`src/rtl/lsps_pkg.sv`:
```
`default_nettype none
// Shared constants, types and the centroid error table of the steering block.
package lsps_pkg;

  localparam int WINDOW_LEN_DEF = 30;
  localparam int ADC_BITS_DEF   = 12;

  localparam int SENSORS    = 5;
  localparam int ERR_W      = 13;
  localparam int INTEG_W    = 16;
  localparam int DIFF_W     = 14;
  localparam int GAIN_W     = 16;
  localparam int DIGIT_W    = 4;
  localparam int DIGITS     = GAIN_W / DIGIT_W;
  localparam int ACC_W      = 34;
  localparam int CORR_W     = 24;
  localparam int DUTY_W     = 15;
  localparam int HITS_W     = 5;
  localparam int THR_W      = 10;
  localparam int PCT_W      = 7;
  localparam int CFG_IDX_W  = 4;
  localparam int CFG_DATA_W = 16;
  localparam int MAP_SPAN   = 1200;
  localparam int MAP_TOP    = 1000;
  localparam int MASKS      = 1 << SENSORS;

  localparam logic signed [ERR_W-1:0] LOST_ERROR = 13'sd2560;

  localparam int WEIGHT [SENSORS] = '{-5, -3, 1, 3, 5};

  typedef enum logic [CFG_IDX_W-1:0] {
    CFG_GAIN_P    = 4'd0,
    CFG_GAIN_I    = 4'd1,
    CFG_GAIN_D    = 4'd2,
    CFG_THRESHOLD = 4'd3,
    CFG_INT_LIMIT = 4'd4,
    CFG_BASE_DUTY = 4'd5,
    CFG_MIN_DUTY  = 4'd6,
    CFG_MAX_DUTY  = 4'd7
  } cfg_idx_t;

  typedef enum logic [2:0] {
    ST_IDLE,
    ST_PREP,
    ST_MUL,
    ST_CORR,
    ST_OUT
  } state_t;

  typedef struct packed {
    logic busy;
    logic done;
  } mac_stat_t;

  function automatic logic [ERR_W*MASKS-1:0] build_err_tab();
    logic [ERR_W*MASKS-1:0] tab;
    int wsum;
    int n;
    int q;
    int m;
    int s;
    tab = '0;
    for (m = 0; m < MASKS; m++) begin
      wsum = 0;
      n    = 0;
      for (s = 0; s < SENSORS; s++) begin
        if (m[s]) begin
          wsum = wsum + WEIGHT[s];
          n    = n + 1;
        end
      end
      case (n)
        1:       q = wsum * 256;
        2:       q = (wsum * 256) / 2;
        3:       q = (wsum * 256) / 3;
        4:       q = (wsum * 256) / 4;
        5:       q = (wsum * 256) / 5;
        default: q = 0;
      endcase
      tab[m*ERR_W +: ERR_W] = ERR_W'(q);
    end
    return tab;
  endfunction

  localparam logic [ERR_W*MASKS-1:0] ERR_TAB = build_err_tab();

  function automatic logic signed [ERR_W-1:0] centroid_err(input logic [SENSORS-1:0] mask);
    return $signed(ERR_TAB[int'(mask) * ERR_W +: ERR_W]);
  endfunction

endpackage
`default_nettype wire

```
`src/rtl/lsps_mac.sv`:
```
`default_nettype none
// Digit-serial multiply-accumulate unit for the three PID products.
module lsps_mac (
  input  logic                                clk,
  input  logic                                rst_n,
  input  logic                                start,
  input  logic [lsps_pkg::GAIN_W-1:0]         gain_p,
  input  logic [lsps_pkg::GAIN_W-1:0]         gain_i,
  input  logic [lsps_pkg::GAIN_W-1:0]         gain_d,
  input  logic signed [lsps_pkg::ERR_W-1:0]   err,
  input  logic signed [lsps_pkg::INTEG_W-1:0] integ,
  input  logic signed [lsps_pkg::DIFF_W-1:0]  diff,
  output logic signed [lsps_pkg::ACC_W-1:0]   acc,
  output lsps_pkg::mac_stat_t                 stat
);
  import lsps_pkg::*;

  localparam int CNT_W = $clog2(DIGITS);

  logic [GAIN_W-1:0]        gp_r, gi_r, gd_r;
  logic signed [ACC_W-1:0]  mp_r, mi_r, md_r;
  logic signed [ACC_W-1:0]  acc_r, acc_nxt;
  logic signed [ACC_W-1:0]  term_p, term_i, term_d;
  logic [CNT_W-1:0]         cnt_r, cnt_nxt;
  logic                     busy_r, busy_nxt;
  logic                     done_r, done_nxt;

  assign term_p  = $signed({1'b0, gp_r[DIGIT_W-1:0]}) * mp_r;
  assign term_i  = $signed({1'b0, gi_r[DIGIT_W-1:0]}) * mi_r;
  assign term_d  = $signed({1'b0, gd_r[DIGIT_W-1:0]}) * md_r;
  assign acc_nxt = acc_r + term_p + term_i + term_d;

  always_comb begin
    cnt_nxt  = cnt_r;
    busy_nxt = busy_r;
    done_nxt = 1'b0;
    if (start) begin
      cnt_nxt  = '0;
      busy_nxt = 1'b1;
    end else if (busy_r) begin
      cnt_nxt = cnt_r + CNT_W'(1);
      if (cnt_r == CNT_W'(DIGITS - 1)) begin
        busy_nxt = 1'b0;
        done_nxt = 1'b1;
      end
    end
  end

  always_ff @(posedge clk) begin
    if (!rst_n) begin
      cnt_r  <= '0;
      busy_r <= 1'b0;
      done_r <= 1'b0;
    end else begin
      cnt_r  <= cnt_nxt;
      busy_r <= busy_nxt;
      done_r <= done_nxt;
    end
  end

  always_ff @(posedge clk) begin
    if (start) begin
      gp_r  <= gain_p;
      gi_r  <= gain_i;
      gd_r  <= gain_d;
      mp_r  <= ACC_W'(err);
      mi_r  <= ACC_W'(integ);
      md_r  <= ACC_W'(diff);
      acc_r <= '0;
    end else if (busy_r) begin
      gp_r  <= gp_r >> DIGIT_W;
      gi_r  <= gi_r >> DIGIT_W;
      gd_r  <= gd_r >> DIGIT_W;
      mp_r  <= mp_r <<< DIGIT_W;
      mi_r  <= mi_r <<< DIGIT_W;
      md_r  <= md_r <<< DIGIT_W;
      acc_r <= acc_nxt;
    end
  end

  assign acc       = acc_r;
  assign stat.busy = busy_r;
  assign stat.done = done_r;

endmodule
`default_nettype wire

```
`src/rtl/line_sensor_pid_steering.sv`:
```
`default_nettype none
// Top level of the line sensor PID steering block.
//
// Usage: a request on the input channel carries five raw sensor samples. It is
// taken at a rising edge with in_valid high and in_stall low. The block holds
// in_stall high while it works on one request, so requests are handled one at
// a time. The result leaves on the output channel and is taken at an edge with
// out_valid high and out_stall low. Registers are written on the cfg_ channel,
// which is always ready; they should be changed only while the block is idle.
// The PID products are formed four gain bits a cycle in a shared digit-serial
// unit; a request passes in order through the set-up, multiply, rounding and
// duty clamp steps before its result is loaded into the output register.
// If the receiver stalls, the finished result waits in the output register;
// one further request may be taken and worked on meanwhile, and it waits in
// the last step until the output register is free.
// Reset (rst_n low, synchronous) clears all history, the edge hit windows and
// both channels, and returns every register to its reset value.
module line_sensor_pid_steering #(
  parameter int WINDOW_LEN = lsps_pkg::WINDOW_LEN_DEF,
  parameter int ADC_BITS   = lsps_pkg::ADC_BITS_DEF
) (
  input  logic                                clk,
  input  logic                                rst_n,
  input  logic                                in_valid,
  output logic                                in_stall,
  input  logic [ADC_BITS-1:0]                 in_sample_far_left,
  input  logic [ADC_BITS-1:0]                 in_sample_left,
  input  logic [ADC_BITS-1:0]                 in_sample_center,
  input  logic [ADC_BITS-1:0]                 in_sample_right,
  input  logic [ADC_BITS-1:0]                 in_sample_far_right,
  output logic                                out_valid,
  input  logic                                out_stall,
  output logic signed [lsps_pkg::ERR_W-1:0]   out_position_error,
  output logic signed [lsps_pkg::CORR_W-1:0]  out_steer_correction,
  output logic [lsps_pkg::DUTY_W-1:0]         out_left_duty_out,
  output logic [lsps_pkg::DUTY_W-1:0]         out_right_duty_out,
  output logic                                out_left_branch,
  output logic                                out_right_branch,
  output logic                                out_line_lost,
  output logic [lsps_pkg::HITS_W-1:0]         out_left_hits,
  output logic [lsps_pkg::HITS_W-1:0]         out_right_hits,
  input  logic                                cfg_valid,
  output logic                                cfg_ready,
  input  logic [lsps_pkg::CFG_IDX_W-1:0]      cfg_index,
  input  logic [lsps_pkg::CFG_DATA_W-1:0]     cfg_data
);
  import lsps_pkg::*;

  localparam int ADC_MAX   = (1 << ADC_BITS) - 1;
  localparam int PROD_W    = ADC_BITS + 11;
  localparam int CNT_BITS  = $clog2(WINDOW_LEN + 1);
  localparam int HIT_CNT_W = (CNT_BITS > HITS_W) ? CNT_BITS : HITS_W;
  localparam int SUM_W     = INTEG_W + 1;
  localparam int DSUM_W    = CORR_W + 2;
  localparam int CFULL_W   = ACC_W - 8;

  // Configuration registers.
  logic [GAIN_W-1:0] gain_p_r, gain_i_r, gain_d_r;
  logic [THR_W-1:0]  thr_r;
  logic [PCT_W-1:0]  ilim_r, base_r, min_r, max_r;

  // Block state.
  state_t                    state_r, state_nxt;
  logic [SENSORS-1:0]        mask_r;
  logic signed [ERR_W-1:0]   last_err_r;
  logic signed [INTEG_W-1:0] integ_r;
  logic                      sticky_r;
  logic [WINDOW_LEN-1:0]     lwin_r, rwin_r;
  logic [HIT_CNT_W-1:0]      lcnt_r, rcnt_r;
  logic signed [ERR_W-1:0]   err_r;
  logic                      lost_r;
  logic signed [CORR_W-1:0]  corr_r;

  // Output register.
  logic                      out_valid_r, out_valid_nxt;
  logic signed [ERR_W-1:0]   out_err_r;
  logic signed [CORR_W-1:0]  out_corr_r;
  logic [DUTY_W-1:0]         out_ldut_r, out_rdut_r;
  logic                      out_lbr_r, out_rbr_r, out_lost_r;
  logic [HITS_W-1:0]         out_lhit_r, out_rhit_r;

  logic                      accept;
  logic                      mac_start;
  logic                      load;
  mac_stat_t                 mac_stat;
  logic signed [ACC_W-1:0]   mac_acc;

  // Sensor classification.
  logic [ADC_BITS-1:0] sample [SENSORS];
  logic [10:0]         thr_gap;
  logic [PROD_W-1:0]   thr_prod;
  logic                thr_ok;
  logic [SENSORS-1:0]  mask_in;

  // Set-up step.
  logic                      lost_now;
  logic signed [ERR_W-1:0]   err_now;
  logic signed [DIFF_W-1:0]  diff_now;
  logic signed [SUM_W-1:0]   integ_sum, lim;
  logic signed [INTEG_W-1:0] integ_new;
  logic                      sticky_new;
  logic [WINDOW_LEN-1:0]     lwin_nxt, rwin_nxt;
  logic [HIT_CNT_W-1:0]      lcnt_nxt, rcnt_nxt;

  // Rounding and duty steps.
  logic signed [ACC_W-1:0]   acc_adj;
  logic signed [CFULL_W-1:0] corr_full;
  logic [CFULL_W-CORR_W:0]   corr_top;
  logic signed [CORR_W-1:0]  corr_sat;
  logic signed [DSUM_W-1:0]  base_ext, lo_ext, hi_ext, dl_sum, dr_sum;

  function automatic logic [DUTY_W-1:0] clamp_duty(input logic signed [DSUM_W-1:0] v,
                                                   input logic signed [DSUM_W-1:0] lo,
                                                   input logic signed [DSUM_W-1:0] hi);
    logic signed [DSUM_W-1:0] t;
    t = v;
    if (t < lo) t = lo;
    if (t > hi) t = hi;
    return t[DUTY_W-1:0];
  endfunction

  assign cfg_ready = 1'b1;

  always_ff @(posedge clk) begin
    if (!rst_n) begin
      gain_p_r <= '0;
      gain_i_r <= '0;
      gain_d_r <= '0;
      thr_r    <= THR_W'(550);
      ilim_r   <= PCT_W'(60);
      base_r   <= PCT_W'(60);
      min_r    <= PCT_W'(55);
      max_r    <= PCT_W'(68);
    end else if (cfg_valid && cfg_ready) begin
      case (cfg_idx_t'(cfg_index))
        CFG_GAIN_P:    gain_p_r <= cfg_data[GAIN_W-1:0];
        CFG_GAIN_I:    gain_i_r <= cfg_data[GAIN_W-1:0];
        CFG_GAIN_D:    gain_d_r <= cfg_data[GAIN_W-1:0];
        CFG_THRESHOLD: thr_r    <= cfg_data[THR_W-1:0];
        CFG_INT_LIMIT: ilim_r   <= cfg_data[PCT_W-1:0];
        CFG_BASE_DUTY: base_r   <= cfg_data[PCT_W-1:0];
        CFG_MIN_DUTY:  min_r    <= cfg_data[PCT_W-1:0];
        CFG_MAX_DUTY:  max_r    <= cfg_data[PCT_W-1:0];
        default: ;
      endcase
    end
  end

  // A sensor is black when its mapped level exceeds the threshold, which is
  // the same as x*1200 lying below (1000 - threshold) * full scale.
  assign sample[0] = in_sample_far_left;
  assign sample[1] = in_sample_left;
  assign sample[2] = in_sample_center;
  assign sample[3] = in_sample_right;
  assign sample[4] = in_sample_far_right;

  assign thr_ok   = thr_r < THR_W'(MAP_TOP);
  assign thr_gap  = 11'(MAP_TOP) - {1'b0, thr_r};
  assign thr_prod = PROD_W'(thr_gap) * PROD_W'(ADC_MAX);

  always_comb begin
    for (int s = 0; s < SENSORS; s++) begin
      mask_in[s] = thr_ok && ((PROD_W'(sample[s]) * PROD_W'(MAP_SPAN)) < thr_prod);
    end
  end

  assign accept = in_valid && !in_stall;

  always_comb begin
    lost_now = mask_r == '0;
    if (lost_now) begin
      err_now = (last_err_r > 13'sd0) ? LOST_ERROR : -LOST_ERROR;
    end else begin
      err_now = centroid_err(mask_r);
    end
    diff_now  = DIFF_W'(err_now) - DIFF_W'(last_err_r);
    integ_sum = SUM_W'(integ_r) + SUM_W'(err_now);
    lim       = $signed({2'b00, ilim_r, 8'h00});
    if (integ_sum > lim) begin
      integ_new = lim[INTEG_W-1:0];
    end else if (integ_sum < -lim) begin
      integ_new = INTEG_W'(-lim);
    end else begin
      integ_new = integ_sum[INTEG_W-1:0];
    end
    if (mask_r[0]) begin
      sticky_new = 1'b0;
    end else if (mask_r[SENSORS-1]) begin
      sticky_new = 1'b1;
    end else begin
      sticky_new = sticky_r;
    end
    lwin_nxt = WINDOW_LEN'({lwin_r, mask_r[0]});
    rwin_nxt = WINDOW_LEN'({rwin_r, mask_r[SENSORS-1]});
    lcnt_nxt = lcnt_r - HIT_CNT_W'(lwin_r[WINDOW_LEN-1]) + HIT_CNT_W'(mask_r[0]);
    rcnt_nxt = rcnt_r - HIT_CNT_W'(rwin_r[WINDOW_LEN-1]) + HIT_CNT_W'(mask_r[SENSORS-1]);
  end

  lsps_mac u_mac (
    .clk    (clk),
    .rst_n  (rst_n),
    .start  (mac_start),
    .gain_p (gain_p_r),
    .gain_i (gain_i_r),
    .gain_d (gain_d_r),
    .err    (err_now),
    .integ  (integ_new),
    .diff   (diff_now),
    .acc    (mac_acc),
    .stat   (mac_stat)
  );

  // Division by 256 truncating toward zero, then saturation to the field.
  always_comb begin
    acc_adj   = mac_acc[ACC_W-1] ? (mac_acc + ACC_W'(255)) : mac_acc;
    corr_full = $signed(acc_adj[ACC_W-1:8]);
    corr_top  = corr_full[CFULL_W-1:CORR_W-1];
    if ((&corr_top) || !(|corr_top)) begin
      corr_sat = corr_full[CORR_W-1:0];
    end else if (corr_full[CFULL_W-1]) begin
      corr_sat = $signed({1'b1, {(CORR_W-1){1'b0}}});
    end else begin
      corr_sat = $signed({1'b0, {(CORR_W-1){1'b1}}});
    end
  end

  always_comb begin
    base_ext = DSUM_W'({base_r, 8'h00});
    lo_ext   = DSUM_W'({min_r, 8'h00});
    hi_ext   = DSUM_W'({max_r, 8'h00});
    dl_sum   = base_ext + DSUM_W'(corr_r);
    dr_sum   = base_ext - DSUM_W'(corr_r);
  end

  always_comb begin
    state_nxt = state_r;
    case (state_r)
      ST_IDLE: if (accept) state_nxt = ST_PREP;
      ST_PREP: state_nxt = ST_MUL;
      ST_MUL:  if (mac_stat.done && !mac_stat.busy) state_nxt = ST_CORR;
      ST_CORR: state_nxt = ST_OUT;
      ST_OUT:  if (load) state_nxt = ST_IDLE;
      default: state_nxt = ST_IDLE;
    endcase
  end

  always_comb begin
    in_stall      = state_r != ST_IDLE;
    mac_start     = state_r == ST_PREP;
    load          = (state_r == ST_OUT) && (!out_valid_r || !out_stall);
    out_valid_nxt = load || (out_valid_r && out_stall);
  end

  always_ff @(posedge clk) begin
    if (!rst_n) begin
      state_r     <= ST_IDLE;
      out_valid_r <= 1'b0;
      last_err_r  <= '0;
      integ_r     <= '0;
      sticky_r    <= 1'b0;
      lwin_r      <= '0;
      rwin_r      <= '0;
      lcnt_r      <= '0;
      rcnt_r      <= '0;
    end else begin
      state_r     <= state_nxt;
      out_valid_r <= out_valid_nxt;
      if (state_r == ST_PREP) begin
        last_err_r <= err_now;
        integ_r    <= integ_new;
        sticky_r   <= sticky_new;
        lwin_r     <= lwin_nxt;
        rwin_r     <= rwin_nxt;
        lcnt_r     <= lcnt_nxt;
        rcnt_r     <= rcnt_nxt;
      end
    end
  end

  always_ff @(posedge clk) begin
    if (accept) begin
      mask_r <= mask_in;
    end
    if (state_r == ST_PREP) begin
      err_r  <= err_now;
      lost_r <= lost_now;
    end
    if (state_r == ST_CORR) begin
      corr_r <= corr_sat;
    end
    if (load) begin
      out_err_r  <= err_r;
      out_corr_r <= corr_r;
      out_ldut_r <= clamp_duty(dl_sum, lo_ext, hi_ext);
      out_rdut_r <= clamp_duty(dr_sum, lo_ext, hi_ext);
      out_lbr_r  <= mask_r[0];
      out_rbr_r  <= sticky_r;
      out_lost_r <= lost_r;
      out_lhit_r <= lcnt_r[HITS_W-1:0];
      out_rhit_r <= rcnt_r[HITS_W-1:0];
    end
  end

  assign out_valid            = out_valid_r;
  assign out_position_error   = out_err_r;
  assign out_steer_correction = out_corr_r;
  assign out_left_duty_out    = out_ldut_r;
  assign out_right_duty_out   = out_rdut_r;
  assign out_left_branch      = out_lbr_r;
  assign out_right_branch     = out_rbr_r;
  assign out_line_lost        = out_lost_r;
  assign out_left_hits        = out_lhit_r;
  assign out_right_hits       = out_rhit_r;

endmodule
`default_nettype wire

```
`config.mk`:
```
export PLATFORM = sky130hd
export DESIGN_NAME = line_sensor_pid_steering
export DESIGN_NICKNAME = d
export VERILOG_FILES = /design/src/rtl/lsps_pkg.sv /design/src/rtl/lsps_mac.sv /design/src/rtl/line_sensor_pid_steering.sv
export SDC_FILE = /design/constraint.sdc
export NUM_CORES = 2
export LEC_CHECK = 0
export ABC_AREA = 1
export BUFFER_PORTS_ARGS = -buffer_cell sky130_fd_sc_hd__buf_2
export CAP_MARGIN = 25
export CORE_ASPECT_RATIO = 0.75
export CORE_MARGIN = 5
export CORE_UTILIZATION = 65
export DETAILED_ROUTE_END_ITERATION = 8
export PLACE_DENSITY = 0.88
export SLEW_MARGIN = 20
export SYNTH_ARGS = -nofsm -noshare
export SYNTH_HDL_FRONTEND = slang
export SYNTH_HIERARCHICAL = 1
export SYNTH_SLANG_ARGS = --single-unit
export TNS_END_PERCENT = 1
```
`constraint.sdc`:
```
create_clock -name clk -period 17.9 [get_ports clk]
set_input_delay 5.37 -clock clk [delete_from_list [all_inputs] [get_ports clk]]
set_output_delay 5.37 -clock clk [all_outputs]
set_load 0.005 [all_outputs]
```
==> results.ini <==
[placement]
hpwl_um=107000
portBuffers=166
place_area_um2=53000
gp_congestion=0.968

[final_layout]
num-fill-cells=6011
nNetsFinal=7759
mostFrequentLayoutCells=nand2_1 (1508), inv_1 (1423), ha_1 (628)
drive_gt1_share_pct=5.67
final_common_cell=nand2_1
fin_util_pct=69.9
design_area_um2=54800
syn_to_final_growth_pct=6.92

[hold_path]
hold_path_class=reg2reg

[grt]
antenna_found_initial=5
gr-usage-all-layers_pct=31.8
grt_max_degree=133
grt_pass1_wl_um=219000
grt_overflow=0
grt_pass1_vias=43033

[die]
io_pins=168
rows=89
start_util_pct=65.4
dieArea_um2=84600
coreArea_um2=78400
die_x_um=334
die_y_um=253

[synthesis]
ys_ff_latch=498
synth.distinct_cells=66
synth_area_per_cell_um2=7.89
synth-simple-area-share_pct=18.5
synth-async-reset-ratio_pct=0
synth_top_cell_by_area=fa_1
synth_mux_area_share_pct=0
syn-num-nets=7663
ys.flop_type=edfxtp_1
synth_edf_count=271
synth_compound_area_share_pct=8.60
synth-xor-area-share_pct=3.09
synth.top_cell.area_share_pct=17.8
synthCells=6493
yosys.area_share.adder_pct=33.2
synth_area_leaders=fa_1 (18%), edfxtp_1 (16%), ha_1 (15%), nand2_1 (11%), inv_1 (10%)
yosysWarnings=6
synth_top_family_by_area=adder cells
yosysSeqAreaShare_pct=24.7
syn_area_um2=51300

[setup_path]
worstPathRequired_ps=18290
crit_path_start_kind=input port
cp.arrival_ps=9730
crit_path_max_incr_delay_ps=540
path_class=in2reg
cp_common_cell=nand2_1
path_delay_family=adder cells
cp_slowest_cell=o21ai_0
end_kind=flip-flop
cp.buffers_inverters=4
crit_path_max_fanout=5

[sta]
setup_viol=0
hold_viol_final=0
maxSlewViolCount=0
clock_skew_ps=47.9
post-route-period-util_pct=52.2
worstMarginPinSlew_ps=1190
setup-tns-final_ps=0
rsz0062_at_grt=false
max_freq_ghz=0.107
period_needed_ps=9340
relSlewSlack_pct=19.9

[drt]
drt-total-wl_um=135000
wl_per_cell_um=17.5
vias=43443
drt_iter0_markers=4259
drtAntennaViolNets=0
viasPerCell=5.66
firstDrtPassIters=7
drc=0

[cts]
cts.repair.resized=0
clk_path_buf_depth=3
cts_hold_buf=0
clk_pin_slew_ps=70
clk_latency_ps=640
clkSinkCount=498
cts_tree=yes
root_buffer=clkbuf_16
h-tree-depth=2
postCtsSetupBuffers=0
numCtsBuffers=51

[outcome]
outcome=completed

[run]
cap_violations=0

[routing by layer]
| layer | up-vias | global-route usage (%) | routed length [µm] |
|---|---|---|---|
| met3 | 339 | 7.57 | 15400 |
| met2 | 2255 | 50.1 | 59200 |
| met4 | 6 | 9.53 | 4460 |
| met1 | 20433 | 44.1 | 55500 |
| met5 | - | 0 | 28 |
| li1 | 20410 | - | - |
[state kept, by name (all words and copies together) (netlist names), 10 cells and up]
signal                flops
thr_r                    10
u_mac/gp_r               16
u_mac/gd_r               16
out_steer_correction     24
err_r                    12
rwin_r                   30
out_left_duty_out        15
u_mac/gi_r               16
corr_r                   24
u_mac/mi_r               34
gain_d_r                 16
gain_i_r                 16
gain_p_r                 16
u_mac/acc                34
integ_r                  16
u_mac/mp_r               34
out_right_duty_out       15
last_err_r               12
lwin_r                   30
u_mac/md_r               34
out_position_error       12
[metrics by stage]
step / worst slack (ps) / std cells / hold WS, ps
floorplan: 8560 / 6493 / 400
global placement: 8120 / 7573 / 408
detailed placement: 7970 / 7577 / 406
CTS: 8650 / 7672 / 410
global route: 8210 / 7677 / 414
finish: 8560 / 7680 / 401
[final cells by class]
class | instances | area (µm²) | area share, %
multi-input cells | 4390 | 32500 | 59.3
flip-flops and latches | 498 | 12700 | 23.1
inverters | 1445 | 5440 | 9.92
clock buffers | 66 | 1420 | 2.58
well taps | 1046 | 1310 | 2.39
repair buffers | 203 | 1160 | 2.12
clock inverters | 29 | 268 | 0.489
diodes | 3 | 7.51 | 0.0137
[synth_stat cells, types with 6 or more instances]
| cell | number |
|---|---|
| o21a_1 | 14 |
| nor2_1 | 419 |
| inv_1 | 1424 |
| nor2_2 | 15 |
| fa_1 | 457 |
| buf_4 | 7 |
| xnor2_1 | 57 |
| a31oi_1 | 26 |
| a21oi_1 | 306 |
| clkbuf_1 | 132 |
| a211oi_1 | 10 |
| o21ai_1 | 17 |
| a21o_1 | 25 |
| a21boi_0 | 8 |
| nor3_1 | 49 |
| dfxtp_1 | 227 |
| nand2_1 | 1508 |
| nand3b_1 | 6 |
| nor2_4 | 9 |
| nand4_1 | 45 |
| nand2_2 | 14 |
| nand3_1 | 218 |
| ha_1 | 628 |
| nor4_1 | 14 |
| o211ai_1 | 11 |
| edfxtp_1 | 271 |
| o21bai_1 | 25 |
| or2_1 | 7 |
| inv_2 | 18 |
| xor2_1 | 124 |
| o21ai_0 | 331 |
| o31ai_1 | 6 |
| buf_2 | 16 |
[logic make-up after synthesis]
logic type      after synthesis
compound gates              801
other cells                   1
flops                       498
xor+xnor                    181
fa+ha+maj                  1085
buf+inv                    1605
simple gates               2322
[final timing paths]
| check | start | end | slack [ps] | cells past startpoint |
|---|---|---|---|---|
| setup / recovery | in_sample_right[4] | mask_r[3]$_DFFE_PP_ | 8560 | 25 |
| hold / removal | err_r[10]$_DFFE_PP_ | out_position_error[10]$_DFFE_PP_ | 400 | 0 |
| setup reg to reg | thr_r[0]$_SDFFE_PN0P_ | mask_r[3]$_DFFE_PP_ | 9240 | 32 |
| hold reg to reg | err_r[10]$_DFFE_PP_ | out_position_error[10]$_DFFE_PP_ | 400 | 0 |
Power is not shown: default switching activity piles up to over one toggle a cycle in this logic, so the estimate is an artifact.
